$ cat config.mk
export PLATFORM = sky130hd
export DESIGN_NAME = clock_page_replacement_core_flat
export DESIGN_NICKNAME = d
export VERILOG_FILES = /design/src/sv/cpr_pkg.sv /design/src/sv/cpr_ifs.sv /design/src/sv/cpr_ctrl.sv /design/src/sv/cpr_dpath.sv /design/src/sv/clock_page_replacement_core.sv /design/src/flat_wrapper.sv
export SDC_FILE = /design/constraint.sdc
export NUM_CORES = 1
export LEC_CHECK = 0
export BUFFER_PORTS_ARGS = -buffer_cell sky130_fd_sc_hd__buf_2
export CAP_MARGIN = 20
export CORE_MARGIN = 2
export CORE_UTILIZATION = 40
export CTS_CLUSTER_SIZE = 10
export DETAILED_ROUTE_END_ITERATION = 12
export PLACE_DENSITY = 0.57
export SLEW_MARGIN = 30
export SYNTH_ARGS = -nofsm -noshare
export SYNTH_HDL_FRONTEND = slang
export SYNTH_SLANG_ARGS = --single-unit
$ cat constraint.sdc
create_clock -name i_clk -period 5.45 [get_ports i_clk]
set_input_delay 0.2725 -clock i_clk [delete_from_list [all_inputs] [get_ports i_clk]]
set_output_delay 0.2725 -clock i_clk [all_outputs]
set_load 0.05 [all_outputs]
$ cat src/sv/cpr_pkg.sv
// Shared constants and controller/datapath command and status types.
package cpr_pkg;

    localparam int CNT_W = 32;
    localparam int CFG_W = 5;
    localparam logic [CFG_W-1:0] CFG_RESET = 5'd16;

    typedef struct packed {
        logic start;
        logic scan;
        logic ev_read;
        logic hit_commit;
        logic miss_commit;
        logic ev_commit;
    } t_cmd;

    typedef struct packed {
        logic match;
        logic scan_done;
        logic full;
        logic out_free;
    } t_status;

endpackage

$ cat src/sv/cpr_ifs.sv
// Request and response channel interfaces.
interface cpr_req_if #(
    parameter int PAGE_BITS = 32
);
    logic                 valid;
    logic                 ready;
    logic [PAGE_BITS-1:0] page_number;

    modport source (output valid, output page_number, input ready);
    modport sink   (input valid, input page_number, output ready);
endinterface

interface cpr_rsp_if #(
    parameter int PAGE_BITS = 32,
    parameter int IDX_BITS  = 4
);
    import cpr_pkg::*;

    logic                 valid;
    logic                 ready;
    logic                 hit;
    logic [IDX_BITS-1:0]  slot_index;
    logic                 evicted;
    logic [PAGE_BITS-1:0] evicted_page;
    logic [CNT_W-1:0]     hits_so_far;
    logic [CNT_W-1:0]     misses_so_far;

    modport source (output valid, output hit, output slot_index, output evicted,
                    output evicted_page, output hits_so_far, output misses_so_far,
                    input ready);
    modport sink   (input valid, input hit, input slot_index, input evicted,
                    input evicted_page, input hits_so_far, input misses_so_far,
                    output ready);
endinterface

$ cat src/sv/cpr_ctrl.sv
// Sequencing state machine for lookup, sweep, eviction and commit.
module cpr_ctrl (
    input  logic             i_clk,
    input  logic             i_rst_n,
    input  logic             i_req_valid,
    output logic             o_req_ready,
    input  cpr_pkg::t_status i_status,
    output cpr_pkg::t_cmd    o_cmd
);
    import cpr_pkg::*;

    typedef enum logic [5:0] {
        S_IDLE  = 6'b000001,
        S_SCAN  = 6'b000010,
        S_HIT   = 6'b000100,
        S_MISS  = 6'b001000,
        S_EVRD  = 6'b010000,
        S_EVICT = 6'b100000
    } t_state;

    t_state r_state;
    t_state n_state;

    always_comb begin
        n_state = r_state;
        o_cmd   = '0;
        case (r_state)
            S_IDLE: begin
                if (i_req_valid) begin
                    o_cmd.start = 1'b1;
                    n_state     = S_SCAN;
                end
            end
            S_SCAN: begin
                o_cmd.scan = 1'b1;
                if (i_status.match) begin
                    n_state = S_HIT;
                end else if (i_status.scan_done) begin
                    n_state = i_status.full ? S_EVRD : S_MISS;
                end
            end
            S_HIT: begin
                if (i_status.out_free) begin
                    o_cmd.hit_commit = 1'b1;
                    n_state          = S_IDLE;
                end
            end
            S_MISS: begin
                if (i_status.out_free) begin
                    o_cmd.miss_commit = 1'b1;
                    n_state           = S_IDLE;
                end
            end
            S_EVRD: begin
                o_cmd.ev_read = 1'b1;
                n_state       = S_EVICT;
            end
            S_EVICT: begin
                if (i_status.out_free) begin
                    o_cmd.ev_commit = 1'b1;
                    n_state         = S_IDLE;
                end
            end
            default: begin
                n_state = S_IDLE;
            end
        endcase
    end

    assign o_req_ready = (r_state == S_IDLE);

    always_ff @(posedge i_clk) begin
        if (!i_rst_n) begin
            r_state <= S_IDLE;
        end else begin
            r_state <= n_state;
        end
    end

endmodule

$ cat src/sv/cpr_dpath.sv
// Page memory, reference and valid bits, clock hand, counters and result register.
module cpr_dpath #(
    parameter int SLOT_COUNT = 16,
    parameter int PAGE_BITS  = 32
) (
    input  logic                                 i_clk,
    input  logic                                 i_rst_n,
    input  logic [PAGE_BITS-1:0]                 i_page,
    input  logic                                 i_cfg_we,
    input  logic [cpr_pkg::CFG_W-1:0]            i_cfg_wdata,
    input  cpr_pkg::t_cmd                        i_cmd,
    output cpr_pkg::t_status                     o_status,
    input  logic                                 i_out_ready,
    output logic                                 o_out_valid,
    output logic                                 o_hit,
    output logic [((SLOT_COUNT > 1) ? $clog2(SLOT_COUNT) : 1)-1:0] o_slot_index,
    output logic                                 o_evicted,
    output logic [PAGE_BITS-1:0]                 o_evicted_page,
    output logic [cpr_pkg::CNT_W-1:0]            o_hits_so_far,
    output logic [cpr_pkg::CNT_W-1:0]            o_misses_so_far
);
    import cpr_pkg::*;

    localparam int IW = (SLOT_COUNT > 1) ? $clog2(SLOT_COUNT) : 1;
    localparam int CW = $clog2(SLOT_COUNT + 1);
    localparam int CAP_RESET = (int'(CFG_RESET) > SLOT_COUNT) ? SLOT_COUNT : int'(CFG_RESET);

    logic [PAGE_BITS-1:0]  r_mem [SLOT_COUNT];
    logic [PAGE_BITS-1:0]  r_page;
    logic [PAGE_BITS-1:0]  r_rd_data;
    logic                  r_rd_vld;
    logic [IW-1:0]         r_rd_idx;
    logic [CW-1:0]         r_scan;
    logic [IW-1:0]         r_hand;
    logic [IW-1:0]         r_ptr;
    logic [CW-1:0]         r_sw_cnt;
    logic                  r_sw_done;
    logic                  r_wrap;
    logic [IW-1:0]         r_slot;
    logic [SLOT_COUNT-1:0] r_valid;
    logic [SLOT_COUNT-1:0] r_ref;
    logic [CW-1:0]         r_occ;
    logic [CW-1:0]         r_cap;
    logic [CNT_W-1:0]      r_hits;
    logic [CNT_W-1:0]      r_misses;
    logic                  r_o_vld;
    logic                  r_o_hit;
    logic [IW-1:0]         r_o_slot;
    logic                  r_o_ev;
    logic [PAGE_BITS-1:0]  r_o_evpage;
    logic [CNT_W-1:0]      r_o_hits;
    logic [CNT_W-1:0]      r_o_misses;

    logic                  w_match;
    logic                  w_scan_live;
    logic [IW-1:0]         w_hand_norm;
    logic [IW-1:0]         w_hand_inc;
    logic [IW-1:0]         w_ptr_inc;
    logic [SLOT_COUNT-1:0] w_in_rng;
    logic [SLOT_COUNT-1:0] w_ref_ev;
    logic [CW-1:0]         w_cap_new;
    logic [CNT_W-1:0]      w_hits_inc;
    logic [CNT_W-1:0]      w_misses_inc;
    logic                  w_we;
    logic [IW-1:0]         w_wa;
    logic                  w_re;
    logic [IW-1:0]         w_ra;
    logic                  w_ev;

    assign w_scan_live  = (r_scan < r_cap);
    assign w_match      = r_rd_vld && r_valid[r_rd_idx] && (r_rd_data == r_page);
    assign w_hand_norm  = (CW'(r_hand) >= r_cap) ? '0 : r_hand;
    assign w_hand_inc   = ((CW'(r_hand) + CW'(1)) == r_cap) ? '0 : (r_hand + IW'(1));
    assign w_ptr_inc    = ((CW'(r_ptr) + CW'(1)) == r_cap) ? '0 : (r_ptr + IW'(1));
    assign w_hits_inc   = (r_hits == '1) ? r_hits : (r_hits + CNT_W'(1));
    assign w_misses_inc = (r_misses == '1) ? r_misses : (r_misses + CNT_W'(1));
    assign w_ev         = r_valid[r_ptr];

    // Clamp the written capacity into 1..SLOT_COUNT.
    always_comb begin
        if (i_cfg_wdata == '0) begin
            w_cap_new = CW'(1);
        end else if (int'(i_cfg_wdata) > SLOT_COUNT) begin
            w_cap_new = CW'(SLOT_COUNT);
        end else begin
            w_cap_new = CW'(i_cfg_wdata);
        end
    end

    // Slots the hand passed over on the way to the victim lose their bit.
    always_comb begin
        for (int k = 0; k < SLOT_COUNT; k++) begin
            if (r_wrap) begin
                w_in_rng[k] = 1'b1;
            end else if (r_hand <= r_ptr) begin
                w_in_rng[k] = (IW'(k) >= r_hand) && (IW'(k) < r_ptr);
            end else begin
                w_in_rng[k] = (IW'(k) >= r_hand) || (IW'(k) < r_ptr);
            end
            w_ref_ev[k] = r_ref[k] && !w_in_rng[k] && (IW'(k) != r_ptr);
        end
    end

    assign w_we = i_cmd.miss_commit || i_cmd.ev_commit;
    assign w_wa = i_cmd.ev_commit ? r_ptr : r_hand;
    assign w_re = (i_cmd.scan && w_scan_live) || i_cmd.ev_read;
    assign w_ra = i_cmd.ev_read ? r_ptr : r_scan[IW-1:0];

    always_ff @(posedge i_clk) begin
        if (w_we) begin
            r_mem[w_wa] <= r_page;
        end
        if (w_re) begin
            r_rd_data <= r_mem[w_ra];
        end
    end

    // Payload registers.
    always_ff @(posedge i_clk) begin
        if (i_cmd.start) begin
            r_page <= i_page;
        end
        if (i_cmd.scan) begin
            r_rd_idx <= r_scan[IW-1:0];
            if (w_match) begin
                r_slot <= r_rd_idx;
            end
        end
        if (i_cmd.hit_commit) begin
            r_o_hit    <= 1'b1;
            r_o_slot   <= r_slot;
            r_o_ev     <= 1'b0;
            r_o_evpage <= '0;
            r_o_hits   <= w_hits_inc;
            r_o_misses <= r_misses;
        end
        if (i_cmd.miss_commit) begin
            r_o_hit    <= 1'b0;
            r_o_slot   <= r_hand;
            r_o_ev     <= 1'b0;
            r_o_evpage <= '0;
            r_o_hits   <= r_hits;
            r_o_misses <= w_misses_inc;
        end
        if (i_cmd.ev_commit) begin
            r_o_hit    <= 1'b0;
            r_o_slot   <= r_ptr;
            r_o_ev     <= w_ev;
            r_o_evpage <= w_ev ? r_rd_data : '0;
            r_o_hits   <= r_hits;
            r_o_misses <= w_misses_inc;
        end
    end

    // Control and policy state.
    always_ff @(posedge i_clk) begin
        if (!i_rst_n) begin
            r_rd_vld  <= 1'b0;
            r_scan    <= '0;
            r_hand    <= '0;
            r_ptr     <= '0;
            r_sw_cnt  <= '0;
            r_sw_done <= 1'b0;
            r_wrap    <= 1'b0;
            r_valid   <= '0;
            r_ref     <= '0;
            r_occ     <= '0;
            r_cap     <= CW'(CAP_RESET);
            r_hits    <= '0;
            r_misses  <= '0;
            r_o_vld   <= 1'b0;
        end else begin
            if (i_cmd.start) begin
                r_rd_vld  <= 1'b0;
                r_scan    <= '0;
                r_hand    <= w_hand_norm;
                r_ptr     <= w_hand_norm;
                r_sw_cnt  <= '0;
                r_sw_done <= 1'b0;
                r_wrap    <= 1'b0;
            end
            if (i_cmd.scan) begin
                r_rd_vld <= w_scan_live;
                if (w_scan_live) begin
                    r_scan <= r_scan + CW'(1);
                end
                // Walk the hand alongside the tag scan; commit its path only on eviction.
                if (!r_sw_done) begin
                    if (!r_ref[r_ptr]) begin
                        r_sw_done <= 1'b1;
                    end else begin
                        r_ptr    <= w_ptr_inc;
                        r_sw_cnt <= r_sw_cnt + CW'(1);
                        if ((r_sw_cnt + CW'(1)) == r_cap) begin
                            r_sw_done <= 1'b1;
                            r_wrap    <= 1'b1;
                        end
                    end
                end
            end
            if (i_cmd.ev_read) begin
                r_rd_vld <= 1'b0;
            end
            if (i_cmd.hit_commit) begin
                r_ref[r_slot] <= 1'b1;
                r_hits        <= w_hits_inc;
            end
            if (i_cmd.miss_commit) begin
                r_valid[r_hand] <= 1'b1;
                r_ref[r_hand]   <= 1'b0;
                r_occ           <= r_occ + CW'(1);
                r_hand          <= w_hand_inc;
                r_misses        <= w_misses_inc;
            end
            if (i_cmd.ev_commit) begin
                r_valid[r_ptr] <= 1'b1;
                r_ref          <= w_ref_ev;
                if (!w_ev) begin
                    r_occ <= r_occ + CW'(1);
                end
                r_hand   <= w_ptr_inc;
                r_misses <= w_misses_inc;
            end
            if (i_cmd.hit_commit || i_cmd.miss_commit || i_cmd.ev_commit) begin
                r_o_vld <= 1'b1;
            end else if (i_out_ready) begin
                r_o_vld <= 1'b0;
            end
            // Flush the store on a capacity write; keep the counters.
            if (i_cfg_we) begin
                r_valid <= '0;
                r_ref   <= '0;
                r_hand  <= '0;
                r_occ   <= '0;
                r_cap   <= w_cap_new;
            end
        end
    end

    assign o_status.match     = w_match;
    assign o_status.scan_done = (r_scan == r_cap) && !r_rd_vld;
    assign o_status.full      = (r_occ >= r_cap);
    assign o_status.out_free  = !r_o_vld || i_out_ready;

    assign o_out_valid     = r_o_vld;
    assign o_hit           = r_o_hit;
    assign o_slot_index    = r_o_slot;
    assign o_evicted       = r_o_ev;
    assign o_evicted_page  = r_o_evpage;
    assign o_hits_so_far   = r_o_hits;
    assign o_misses_so_far = r_o_misses;

endmodule

$ cat src/sv/clock_page_replacement_core.sv
// Top level of the clock (second chance) page replacement core.
//
//  Channel    Dir  Handshake            Payload
//  i_req      in   valid/ready          page_number
//  o_rsp      out  valid/ready          hit, slot_index, evicted, evicted_page,
//                                       hits_so_far, misses_so_far
//  i_cfg_*    in   write enable only    slots_in_use (5 bits)
//
// One request is in flight at a time. A hit ends the tag scan at its slot;
// a miss scans all capacity slots, and a miss that evicts also reads the
// victim's page, capacity being slots_in_use clamped into 1..SLOT_COUNT:
// the tag scan reads the page memory one slot per cycle, and the hand
// sweep runs beside it.
// Reset (synchronous, active low) empties the store and clears both counters.
// A result waits in the output register while o_rsp.ready is low; the next
// request is still taken and held before its commit until the register frees.
module clock_page_replacement_core #(
    parameter int SLOT_COUNT = 16,
    parameter int PAGE_BITS  = 32
) (
    input  logic                      i_clk,
    input  logic                      i_rst_n,
    cpr_req_if.sink                   i_req,
    cpr_rsp_if.source                 o_rsp,
    input  logic                      i_cfg_we,
    input  logic [cpr_pkg::CFG_W-1:0] i_cfg_wdata
);
    import cpr_pkg::*;

    t_cmd    w_cmd;
    t_status w_status;

    // Sequence each request: scan, then hit, place or evict.
    cpr_ctrl u_ctrl (
        .i_clk       (i_clk),
        .i_rst_n     (i_rst_n),
        .i_req_valid (i_req.valid),
        .o_req_ready (i_req.ready),
        .i_status    (w_status),
        .o_cmd       (w_cmd)
    );

    // Hold the pages, policy bits, hand, counters and the registered result.
    cpr_dpath #(
        .SLOT_COUNT (SLOT_COUNT),
        .PAGE_BITS  (PAGE_BITS)
    ) u_dpath (
        .i_clk           (i_clk),
        .i_rst_n         (i_rst_n),
        .i_page          (i_req.page_number),
        .i_cfg_we        (i_cfg_we),
        .i_cfg_wdata     (i_cfg_wdata),
        .i_cmd           (w_cmd),
        .o_status        (w_status),
        .i_out_ready     (o_rsp.ready),
        .o_out_valid     (o_rsp.valid),
        .o_hit           (o_rsp.hit),
        .o_slot_index    (o_rsp.slot_index),
        .o_evicted       (o_rsp.evicted),
        .o_evicted_page  (o_rsp.evicted_page),
        .o_hits_so_far   (o_rsp.hits_so_far),
        .o_misses_so_far (o_rsp.misses_so_far)
    );

endmodule

$ cat src/flat_wrapper.sv
// flat-port wrapper written by rule: the top's interface ports become plain ports
module clock_page_replacement_core_flat import cpr_pkg::*;
#(
    parameter int SLOT_COUNT = 16,
    parameter int PAGE_BITS  = 32
)
  (i_clk, i_rst_n, i_cfg_we, i_cfg_wdata, i_req_valid, i_req_page_number, i_req_ready, o_rsp_valid, o_rsp_hit, o_rsp_slot_index, o_rsp_evicted, o_rsp_evicted_page, o_rsp_hits_so_far, o_rsp_misses_so_far, o_rsp_ready);
  cpr_req_if #(.PAGE_BITS(PAGE_BITS)) i_req_i ();
  cpr_rsp_if #(.PAGE_BITS(PAGE_BITS), .IDX_BITS((4))) o_rsp_i ();
  input  logic i_clk;
  input  logic i_rst_n;
  input  logic i_cfg_we;
  input  logic [cpr_pkg::CFG_W-1:0] i_cfg_wdata;
  input wire logic [$bits(i_req_i.valid)-1:0] i_req_valid;
  input wire logic [$bits(i_req_i.page_number)-1:0] i_req_page_number;
  output wire logic [$bits(i_req_i.ready)-1:0] i_req_ready;
  output wire logic [$bits(o_rsp_i.valid)-1:0] o_rsp_valid;
  output wire logic [$bits(o_rsp_i.hit)-1:0] o_rsp_hit;
  output wire logic [$bits(o_rsp_i.slot_index)-1:0] o_rsp_slot_index;
  output wire logic [$bits(o_rsp_i.evicted)-1:0] o_rsp_evicted;
  output wire logic [$bits(o_rsp_i.evicted_page)-1:0] o_rsp_evicted_page;
  output wire logic [$bits(o_rsp_i.hits_so_far)-1:0] o_rsp_hits_so_far;
  output wire logic [$bits(o_rsp_i.misses_so_far)-1:0] o_rsp_misses_so_far;
  input wire logic [$bits(o_rsp_i.ready)-1:0] o_rsp_ready;
  assign i_req_i.valid = i_req_valid;
  assign i_req_i.page_number = i_req_page_number;
  assign i_req_ready = i_req_i.ready;
  assign o_rsp_valid = o_rsp_i.valid;
  assign o_rsp_hit = o_rsp_i.hit;
  assign o_rsp_slot_index = o_rsp_i.slot_index;
  assign o_rsp_evicted = o_rsp_i.evicted;
  assign o_rsp_evicted_page = o_rsp_i.evicted_page;
  assign o_rsp_hits_so_far = o_rsp_i.hits_so_far;
  assign o_rsp_misses_so_far = o_rsp_i.misses_so_far;
  assign o_rsp_i.ready = o_rsp_ready;
  clock_page_replacement_core #(.SLOT_COUNT(SLOT_COUNT), .PAGE_BITS(PAGE_BITS)) u_core (.i_clk(i_clk), .i_rst_n(i_rst_n), .i_req(i_req_i), .o_rsp(o_rsp_i), .i_cfg_we(i_cfg_we), .i_cfg_wdata(i_cfg_wdata));
endmodule
==> results.py, run 1 <==
metrics = {
    "placement": {
        "dp_slack_ps": 1640,
        "portBuffers": 145,
        "hpwl_mm": 60.18,
        "place_congestion": 0.8816,
        "dp.cells": 3807,
    },
    "clock_network": {
        "cts_buffers": 94,
        "cts_max_path_buffers": 3,
        "htree_num_levels": 3,
        "cts-resized-gates": 0,
        "clk_pin_slew_worst_paths_ps": 50,
        "clk_latency_ps": 660,
        "root_buffer": "clkbuf_16",
        "cts_tree": "done",
        "cts_sinks": 820,
    },
    "timing": {
        "finalSetupViolations": 0,
        "finalCritPeriodShare": 0.7020,
        "fmax_mhz": 261.4,
        "drv_slew": 0,
        "worstMarginPinSlew_ps": 992.1,
        "hold_slack_ps": 258.3,
        "hold_violations": 0,
        "skew_ps": 56.55,
        "period_minus_slack_ps": 3826,
        "setup_tns_ps": 0,
        "layout_setup_ws_ps": 1624,
        "rsz0062_at_grt": "no",
        "relSlewSlack": 0.3362,
    },
    "routing": {
        "totalWireLength_mm": 98.54,
        "drtAntennaViolNets": 0,
        "via_per_inst": 5.774,
        "drt-pass1-iter-count": 7,
        "vias": 23030,
        "drt-wirelength-per-cell_um": 24.70,
        "drcViolationCount": 0,
        "drtIter0Drc": 2130,
    },
    "floorplan": {
        "ioPinCount": 146,
        "rows": 108,
        "die-area_um2": 89940,
        "start_util": 0.4037,
        "die_h_um": 299.9,
        "die_x_um": 299.9,
        "core_um2": 86750,
    },
    "global_route": {
        "grt_pass1_wl_mm": 147.1,
        "overflow": 0,
        "grt_pass1_vias": 22820,
        "grt_antenna_before_repair": 2,
        "grt_usage": 0.2160,
        "grt_start_max_net_pins": 66,
    },
    "power": {
        "powerDensity_nw_per_um2": 320.8,
        "seqPwrFrac": 0.539,
        "pwr-share-comb": 0.029,
        "internal_power_mw": 10.25,
        "swShare": 0.2141,
        "pwr-share-clk": 0.432,
        "leakage_nw": 14.68,
        "ir_drop_mv": 0.2291,
        "netSwitchingPower_mw": 2.793,
    },
    "layout": {
        "layout_commonest_cell": "edfxtp_1",
        "syn_to_final_growth_pct": 16.11,
        "nets": 2865,
        "n_antenna_cell": 0,
        "fin_cells": 3989,
        "utilization": 0.4687,
        "drive_gt1_frac": 0.1595,
        "final_cell_mix": "685 x edfxtp_1, 207 x nand3_1, 156 x a21oi_1",
    },
    "critical_path": {
        "worst-path-max-fanout": 17,
        "required_ps": 5840,
        "crit_arrival_ps": 4220,
        "endpoint_kind": "flip-flop",
        "crit_type": "flip-flop to flip-flop",
        "startpoint_type": "flip-flop",
    },
    "synthesis": {
        "synth-seq-cells": 820,
        "synth_top_area_frac": 0.5873,
        "synth_edf_count": 685,
        "synth_warnings": 0,
        "synth_cells": 2586,
        "synth_top_cells_by_area": "edfxtp_1 59%, dfxtp_1 7.7%, mux2i_1 4.1%, nand3_1 3.0%, a21oi_1 2.2%",
        "synth-seq-area-share": 0.6645,
        "async_flop_share": 0,
        "yosysTopAreaCell": "edfxtp_1",
        "yosysUniqueCellTypes": 84,
        "synthFlopType": "edfxtp_1",
        "synth_nets": 2659,
        "syn_area_per_cell_um2": 13.54,
        "synth_area_um2": 35020,
    },
    "min_path": {
        "hp-class": "input pin to flip-flop",
    },
    "flow_run": {
        "cap_violations": 0,
    },
    "outcome": {
        "status": "finished clean",
    },
}
## cell usage after synthesis, types with 18 or more instances
library cell / instances
o211ai_1: 18
clkbuf_1: 121
dfxtp_1: 135
a21oi_1: 157
o22a_1: 62
xor2_1: 56
a31oi_1: 33
a2111oi_2: 32
and3_1: 23
nor3_1: 28
xnor2_1: 84
edfxtp_1: 685
and2_1: 72
nand4_1: 41
nand2_1: 120
ha_1: 31
inv_1: 19
nor2_1: 118
mux2_4: 30
o21ai_0: 120
mux2i_1: 142
nand3_1: 208
## power groups by stage
stage	Clock (mW)	Combinational, mW	Sequential [mW]
after global placement	0	0.352	7.15
after global routing	5.98	0.408	7.04
after floorplan	0	0.214	7.10
after CTS	5.73	0.382	7.03
after detailed placement	0	0.355	7.16
final	5.63	0.379	7.03
## sequential cells by signal, summed over array words and instances, names as in the netlist, 5 cells and up
register	flops
u_core.u_dpath.r_mem	512
u_core.u_dpath.o_evicted_page	32
u_core.u_dpath.o_hits_so_far	32
u_core.u_dpath.o_misses_so_far	32
u_core.u_dpath.r_hits	32
u_core.u_dpath.r_misses	32
u_core.u_dpath.r_page	32
u_core.u_dpath.r_rd_data	32
u_core.u_dpath.r_ref	16
u_core.u_dpath.r_valid	16
u_core.u_ctrl.r_state	6
u_core.u_dpath.r_cap	5
u_core.u_dpath.r_occ	5
u_core.u_dpath.r_scan	5
u_core.u_dpath.r_sw_cnt	5
## logic make-up after synthesis
family | after synthesis | synth area share
xor gates and xnor gates | 140 | 0.03501
adders and majority gates | 31 | 0.01107
buffers and inverters | 181 | 0.02126
AOI/OAI and AO/OA | 516 | 0.1008
and+or+nand+nor | 708 | 0.1046
muxes | 190 | 0.06277
DFF | 820 | 0.6645
## what timing repair did
| action | CTS | global route |
|---|---|---|
| hold buffers | 44 | 0 |
| setup buffers | 0 | 0 |
| endpoints found under the hold margin | 38 | 0 |
## through the flow
step                total power, mW  instance area, um^2
CTS                           13.15                40660
floorplan                     7.317                35020
finish                        13.05                40660
global route                  13.43                40660
global placement              7.507                37370
detailed placement            7.517                37550
## final timing paths
path / from / cells past startpoint / slack (ps) / to
min: i_rst_n / 2 / 260 / u_core.u_ctrl.r_state[0]
min reg2reg: u_core.u_dpath.r_sw_done / 1 / 480 / u_core.u_dpath.r_sw_done
max: u_core.u_ctrl.r_state[2] / 6 / 1620 / u_core.u_dpath.r_rd_data[14]
max reg2reg: u_core.u_ctrl.r_state[2] / 6 / 1620 / u_core.u_dpath.r_rd_data[14]
## critical path, cell delays in order, from the launching register on
cell and delay [ps]:
dfxtp_1 420, nor4b_4 770, nand2_1 730, mux2i_4 880
buf_4 450, o22a_1 230, nand3_1 80
## routing by layer
metal  GRT usage  routed length [um]  vias to the layer above
met5           0                   0                        -
met4     0.06762                2453                        0
met3     0.03179                6634                      160
met2      0.3504               46190                      916
met1      0.3001               43270                    11640
li1            -                   -                    10310
## final cells by class
class                           instances  area [um^2]
Clock inverter                         11        168.9
Fill cell                            7684        46090
Tap cell                             1155         1445
Inverter                               25        93.84
Sequential cell                       820        23270
Clock buffer                          127         2497
Multi-Input combinational cell       1585        11310
Timing Repair Buffer                  266         1874
(Power assumes the default switching activity.)
==> run 2: changes to the inputs <==
- PLACE_DENSITY: 0.57 -> 0.59
- clock period: 5.45 -> 3.1 ns (I/O delays scaled with it)
==> run 2 against run 1 <==
- maximum frequency is 29% higher
- global-route usage increased by 0.36 points
- largest power group unchanged
- largest cell class unchanged
- flip-flop and latch count did not move
- highest routed layer is now met5
- clock power up 85%
==> results.py, run 2 (same netlist as run 1, synthesis figures left out) <==
metrics = {
    "timing": {
        "finalSetupViolations": 0,
        "rsz0062_at_grt": "no",
        "period_minus_slack_ps": 2970,
        "skew_ps": 43.15,
        "hold_violations": 0,
        "worstMarginPinSlew_ps": 921.9,
        "drv_slew": 0,
        "setup_tns_ps": 0,
        "fmax_mhz": 336.7,
        "finalCritPeriodShare": 0.9581,
        "relSlewSlack": 0.3813,
    },
    "routing": {
        "via_per_inst": 5.786,
        "drtIter0Drc": 2050,
        "vias": 23550,
        "drt-wirelength-per-cell_um": 24.65,
        "drtAntennaViolNets": 0,
        "drcViolationCount": 0,
        "totalWireLength_mm": 100.3,
        "drt-pass1-iter-count": 5,
    },
    "min_path": {
        "hp-class": "input pin to flip-flop",
    },
    "floorplan": {
        "die_x_um": 299.9,
        "rows": 108,
        "die_h_um": 299.9,
        "ioPinCount": 146,
        "die-area_um2": 89940,
        "start_util": 0.4037,
        "core_um2": 86750,
    },
    "layout": {
        "multi_input_area_um2": 11310,
        "fill_cells": 7562,
        "syn_to_final_growth_pct": 19.27,
        "nets": 2945,
        "regMostFlops": "u_core.u_dpath.r_mem",
        "fin_cells": 4070,
        "largest_register_ffs": 512,
        "final_cell_mix": "685 x edfxtp_1, 207 x nand3_1, 156 x a21oi_1",
        "drive_gt1_frac": 0.1853,
        "layout_commonest_cell": "edfxtp_1",
        "regArea_um2": 23270,
        "utilization": 0.4815,
    },
    "flow_run": {
        "cap_violations": 0,
    },
    "global_route": {
        "grt_pass1_wl_mm": 148.6,
        "overflow": 0,
        "grt_start_max_net_pins": 71,
        "grt_usage": 0.2196,
        "grt_antenna_before_repair": 3,
        "grt_pass1_vias": 23010,
    },
    "clock_network": {
        "cts_buffers": 95,
        "clk_pin_slew_worst_paths_ps": 60,
        "cts_tree": "done",
        "htree_num_levels": 3,
        "cts_max_path_buffers": 3,
        "clk_latency_ps": 680,
        "cts_sinks": 820,
        "cts_setup_buffers": 0,
        "root_buffer": "clkbuf_16",
    },
    "critical_path": {
        "endpoint_kind": "flip-flop",
        "worst-path-max-fanout": 17,
        "required_ps": 3410,
        "startpoint_type": "flip-flop",
        "crit_arrival_ps": 3280,
        "crit_type": "flip-flop to flip-flop",
        "r2r_slack_ps": 130,
    },
    "placement": {
        "hpwl_mm": 62.37,
        "place_congestion": 0.9200,
        "portBuffers": 145,
        "dp.cells": 3883,
    },
    "power": {
        "ir_drop_mv": 0.5292,
        "leakage_nw": 15.23,
        "powerDensity_nw_per_um2": 562.1,
    },
    "outcome": {
        "status": "finished clean",
    },
}
## run 2: cell count changes in the layout (fill, tap and decap cells not counted), moves of 3 or more
cell,before,now
buf_12,2,35
clkinv_1,9,5
clkinv_2,0,3
clkinv_16,3,6
buf_4,66,117
bufinv_16,1,4
clkbuf_1,32,28
buf_8,6,0
## run 2: worst paths after layout
kind	start	end	depth (start not counted)
hold reg to reg	u_core.u_dpath.r_rd_idx[3]	u_core.u_dpath.r_slot[3]	0
setup reg to reg	u_core.u_dpath.r_page[30]	u_core.u_dpath.r_slot[1]	6
setup / recovery	u_core.u_dpath.r_page[30]	u_core.u_dpath.r_slot[1]	6
hold / removal	i_req_page_number[19]	u_core.u_dpath.r_page[19]	2
## run 2: repair_timing
item	in CTS	in global routing
endpoints found under the setup margin	5	5
hold buffers	46	0
gates resized for setup	1	3
hold endpoints to repair	47	0
## run 2: metal layers
layer  global-route usage  routed length (um)
met1               0.3045               42940
met2               0.3531               46910
met3              0.03577                7423
met4              0.07143                3065
met5                    0                   7
## run 2: per-stage QoR
stage / instance area [um^2] / total power, mW / setup slack (ps) / hold slack (ps)
2_1_floorplan: 35030 / 12.86 / -346.3 / 253.9
4_1_cts: 41740 / 23.66 / 3.864 / 141.8
3_5_place_dp: 38430 / 13.28 / -183.2 / 333.1
3_3_place_gp: 38400 / 13.25 / -152.2 / 331.3
6_report: 41770 / 23.48 / 129.8 / 178.2
5_1_grt: 41770 / 24.14 / 57.40 / 160.6
## run 2: area by class of cell
cell class	instances	share of cell area
inverter	25	0.002247
clock inverter	15	0.008208
multi-input combinational	1585	0.2708
clock buffer	124	0.05976
tap	1155	0.03460
timing repair buffer	345	0.06713
antenna	1	0.00005991
sequential	820	0.5572
## run 2: where the power goes
part	internal [mW]	total (mW)	switching [mW]	leakage, nW
logic	0.295	0.803	0.508	6.53
clock network	5.98	10.4	4.39	1.36
registers	12.1	12.3	0.183	7.35
## run 2: worst max-delay path: stages (launching register included)
cell and delay (ps):
edfxtp_1 630, xnor2_1 490, nand4_1 290, nor4_4 440, buf_4 200, nand4_1 170, nor2_2 360
==> run 3: changes to the inputs <==
- CTS_BUF_LIST: default -> sky130_fd_sc_hd__clkbuf_4
- SLEW_MARGIN: 30 -> 0
==> run 3 against run 2 <==
- register-to-register slack got worse by 20 ps
- first-iteration DRC count rose by 10%
- via count rose by 3.6%
- clock-buffer cell count rose by 180
- sequential share of layout area fell by 0.38 points
- cell area rose by 0.69%
- clock power fell by 12%
- utilization rose by 0.33 points
- setup slack got worse by 24 ps
- critical path type unchanged
- largest cell class unchanged
==> results.py, run 3 (same netlist as run 1, synthesis figures left out) <==
metrics = {
    "floorplan": {
        "rows": 108,
        "die-area_um2": 89940,
        "ioPinCount": 146,
        "die_x_um": 299.9,
        "die_h_um": 299.9,
        "start_util": 0.4037,
        "core_um2": 86750,
    },
    "power": {
        "internal_power_mw": 17.01,
        "pwr-share-comb": 0.038,
        "ir_drop_mv": 0.4068,
        "swShare": 0.2365,
        "powerDensity_nw_per_um2": 529.8,
        "leakage_nw": 15.66,
        "netSwitchingPower_mw": 5.268,
        "pwr-share-clk": 0.410,
        "seqPwrFrac": 0.552,
    },
    "timing": {
        "hold_slack_ps": 192.7,
        "rsz0062_at_grt": "no",
        "period_minus_slack_ps": 2995,
        "hold_violations": 0,
        "finalCritPeriodShare": 0.9660,
        "finalSetupViolations": 0,
        "relSlewSlack": 0.2886,
        "drv_slew": 0,
        "skew_ps": 110.1,
        "fmax_mhz": 333.9,
        "worstMarginPinSlew_ps": 1067,
        "layout_setup_ws_ps": 105.4,
    },
    "clock_network": {
        "cts_buffers": 208,
        "clk_pin_slew_worst_paths_ps": 60,
        "cts_max_path_buffers": 3,
        "clk_latency_ps": 1100,
        "cts_sinks": 820,
        "htree_num_levels": 4,
        "root_buffer": "clkbuf_4",
        "cts_tree": "done",
    },
    "placement": {
        "portBuffers": 145,
        "hpwl_mm": 62.28,
        "dp_slack_ps": -170.0,
        "place_congestion": 0.9200,
    },
    "layout": {
        "fill_cells": 7652,
        "regArea_um2": 23270,
        "largest_register_ffs": 512,
        "regMostFlops": "u_core.u_dpath.r_mem",
        "nets": 3102,
        "multi_input_area_um2": 11310,
        "layout_commonest_cell": "edfxtp_1",
        "syn_to_final_growth_pct": 20.09,
        "final_cell_mix": "685 x edfxtp_1, 304 x clkbuf_4, 207 x nand3_1",
        "drive_gt1_frac": 0.2381,
    },
    "routing": {
        "vias": 24390,
        "drt-pass1-iter-count": 5,
        "drtIter0Drc": 2254,
        "via_per_inst": 5.593,
        "drt-wirelength-per-cell_um": 23.36,
        "drcViolationCount": 0,
        "drtAntennaViolNets": 0,
        "totalWireLength_mm": 101.9,
    },
    "critical_path": {
        "rr_startpoint": "u_core.u_ctrl.r_state[5]",
        "endpoint_kind": "flip-flop",
        "startpoint_type": "flip-flop",
        "required_ps": 3830,
        "crit_arrival_ps": 3720,
        "crit_type": "flip-flop to flip-flop",
        "crit_start": "u_core.u_ctrl.r_state[5]",
        "worst-path-max-fanout": 17,
    },
    "global_route": {
        "grt_pass1_vias": 24350,
        "grt_usage": 0.2246,
        "grt_start_max_net_pins": 71,
        "grt_pass1_wl_mm": 151.4,
        "grt_antenna_before_repair": 5,
        "overflow": 0,
    },
    "min_path": {
        "hp-class": "input pin to flip-flop",
        "worstHoldStart": "i_req_valid",
    },
    "outcome": {
        "status": "finished clean",
    },
    "flow_run": {
        "cap_violations": 0,
    },
}
-- run 3: worst paths after layout --
check                                                     to  slack, ps  cells after the start
worst max-delay path            u_core.u_dpath.r_mem[14][12]        110                      6
worst min-delay path                u_core.u_ctrl.r_state[5]        190                      5
worst max register to register  u_core.u_dpath.r_mem[14][12]        110                      6
worst min register to register      u_core.u_dpath.r_sw_done        470                      1
-- run 3: critical path, cell delays in order (launching register included) --
cell     delay, ps
dfxtp_1        470
nor2b_1        430
and3_1         350
nand3_1        140
o31a_1         250
nor2_4         710
buf_12         260
-- run 3: cell type report --
| type | count | area share |
|---|---|---|
| antenna | 5 | 0.0002975 |
| clock buffer | 304 | 0.05426 |
| clock inverter | 78 | 0.009579 |
| inverter | 25 | 0.002231 |
| multi-input combinational | 1585 | 0.2690 |
| sequential | 820 | 0.5533 |
| tap | 1155 | 0.03436 |
| timing repair buffer | 389 | 0.07693 |
-- run 3: through the flow --
| stage | setup TNS [ps] | std cells | util | area [um^2] | power [mW] |
|---|---|---|---|---|---|
| 6_report | 0 | 4361 | 0.4848 | 42060 | 22.28 |
| 5_1_grt | 0 | 4361 | 0.4848 | 42060 | 23.20 |
| 4_1_cts | 0 | 4355 | 0.4842 | 42010 | 22.51 |
| 3_5_place_dp | -739.2 | 3882 | 0.4427 | 38400 | 13.27 |
| 3_3_place_gp | -645.5 | 3882 | 0.4427 | 38400 | 13.25 |
| 2_1_floorplan | -149670 | 2586 | - | 35030 | 12.86 |
-- run 3: what timing repair did --
action	4_1_cts	5_1_grt
endpoints found under the setup margin	5	5
gates resized for setup	1	3
hold buffers	91	0
endpoints found under the hold margin	198	0
buffers inserted	0	0
-- run 3: per-layer routing --
metal	up-vias	track usage	share of wire	routed length, um
li1	10970	-	-	-
met4	0	0.08845	0.027	2776
met3	198	0.04336	0.077	7878
met2	1135	0.3618	0.47	48170
met5	-	0	0	0
met1	12090	0.3004	0.42	43060
-- run 3: power by group through the flow --
| stage | sequential, mW | clock (mW) | combinational (mW) |
|---|---|---|---|
| floorplan | 12.5 | 0 | 0.376 |
| global placement | 12.5 | 0 | 0.735 |
| detailed placement | 12.5 | 0 | 0.746 |
| CTS | 12.3 | 9.38 | 0.841 |
| global route | 12.3 | 10.0 | 0.902 |
| finish | 12.3 | 9.14 | 0.849 |
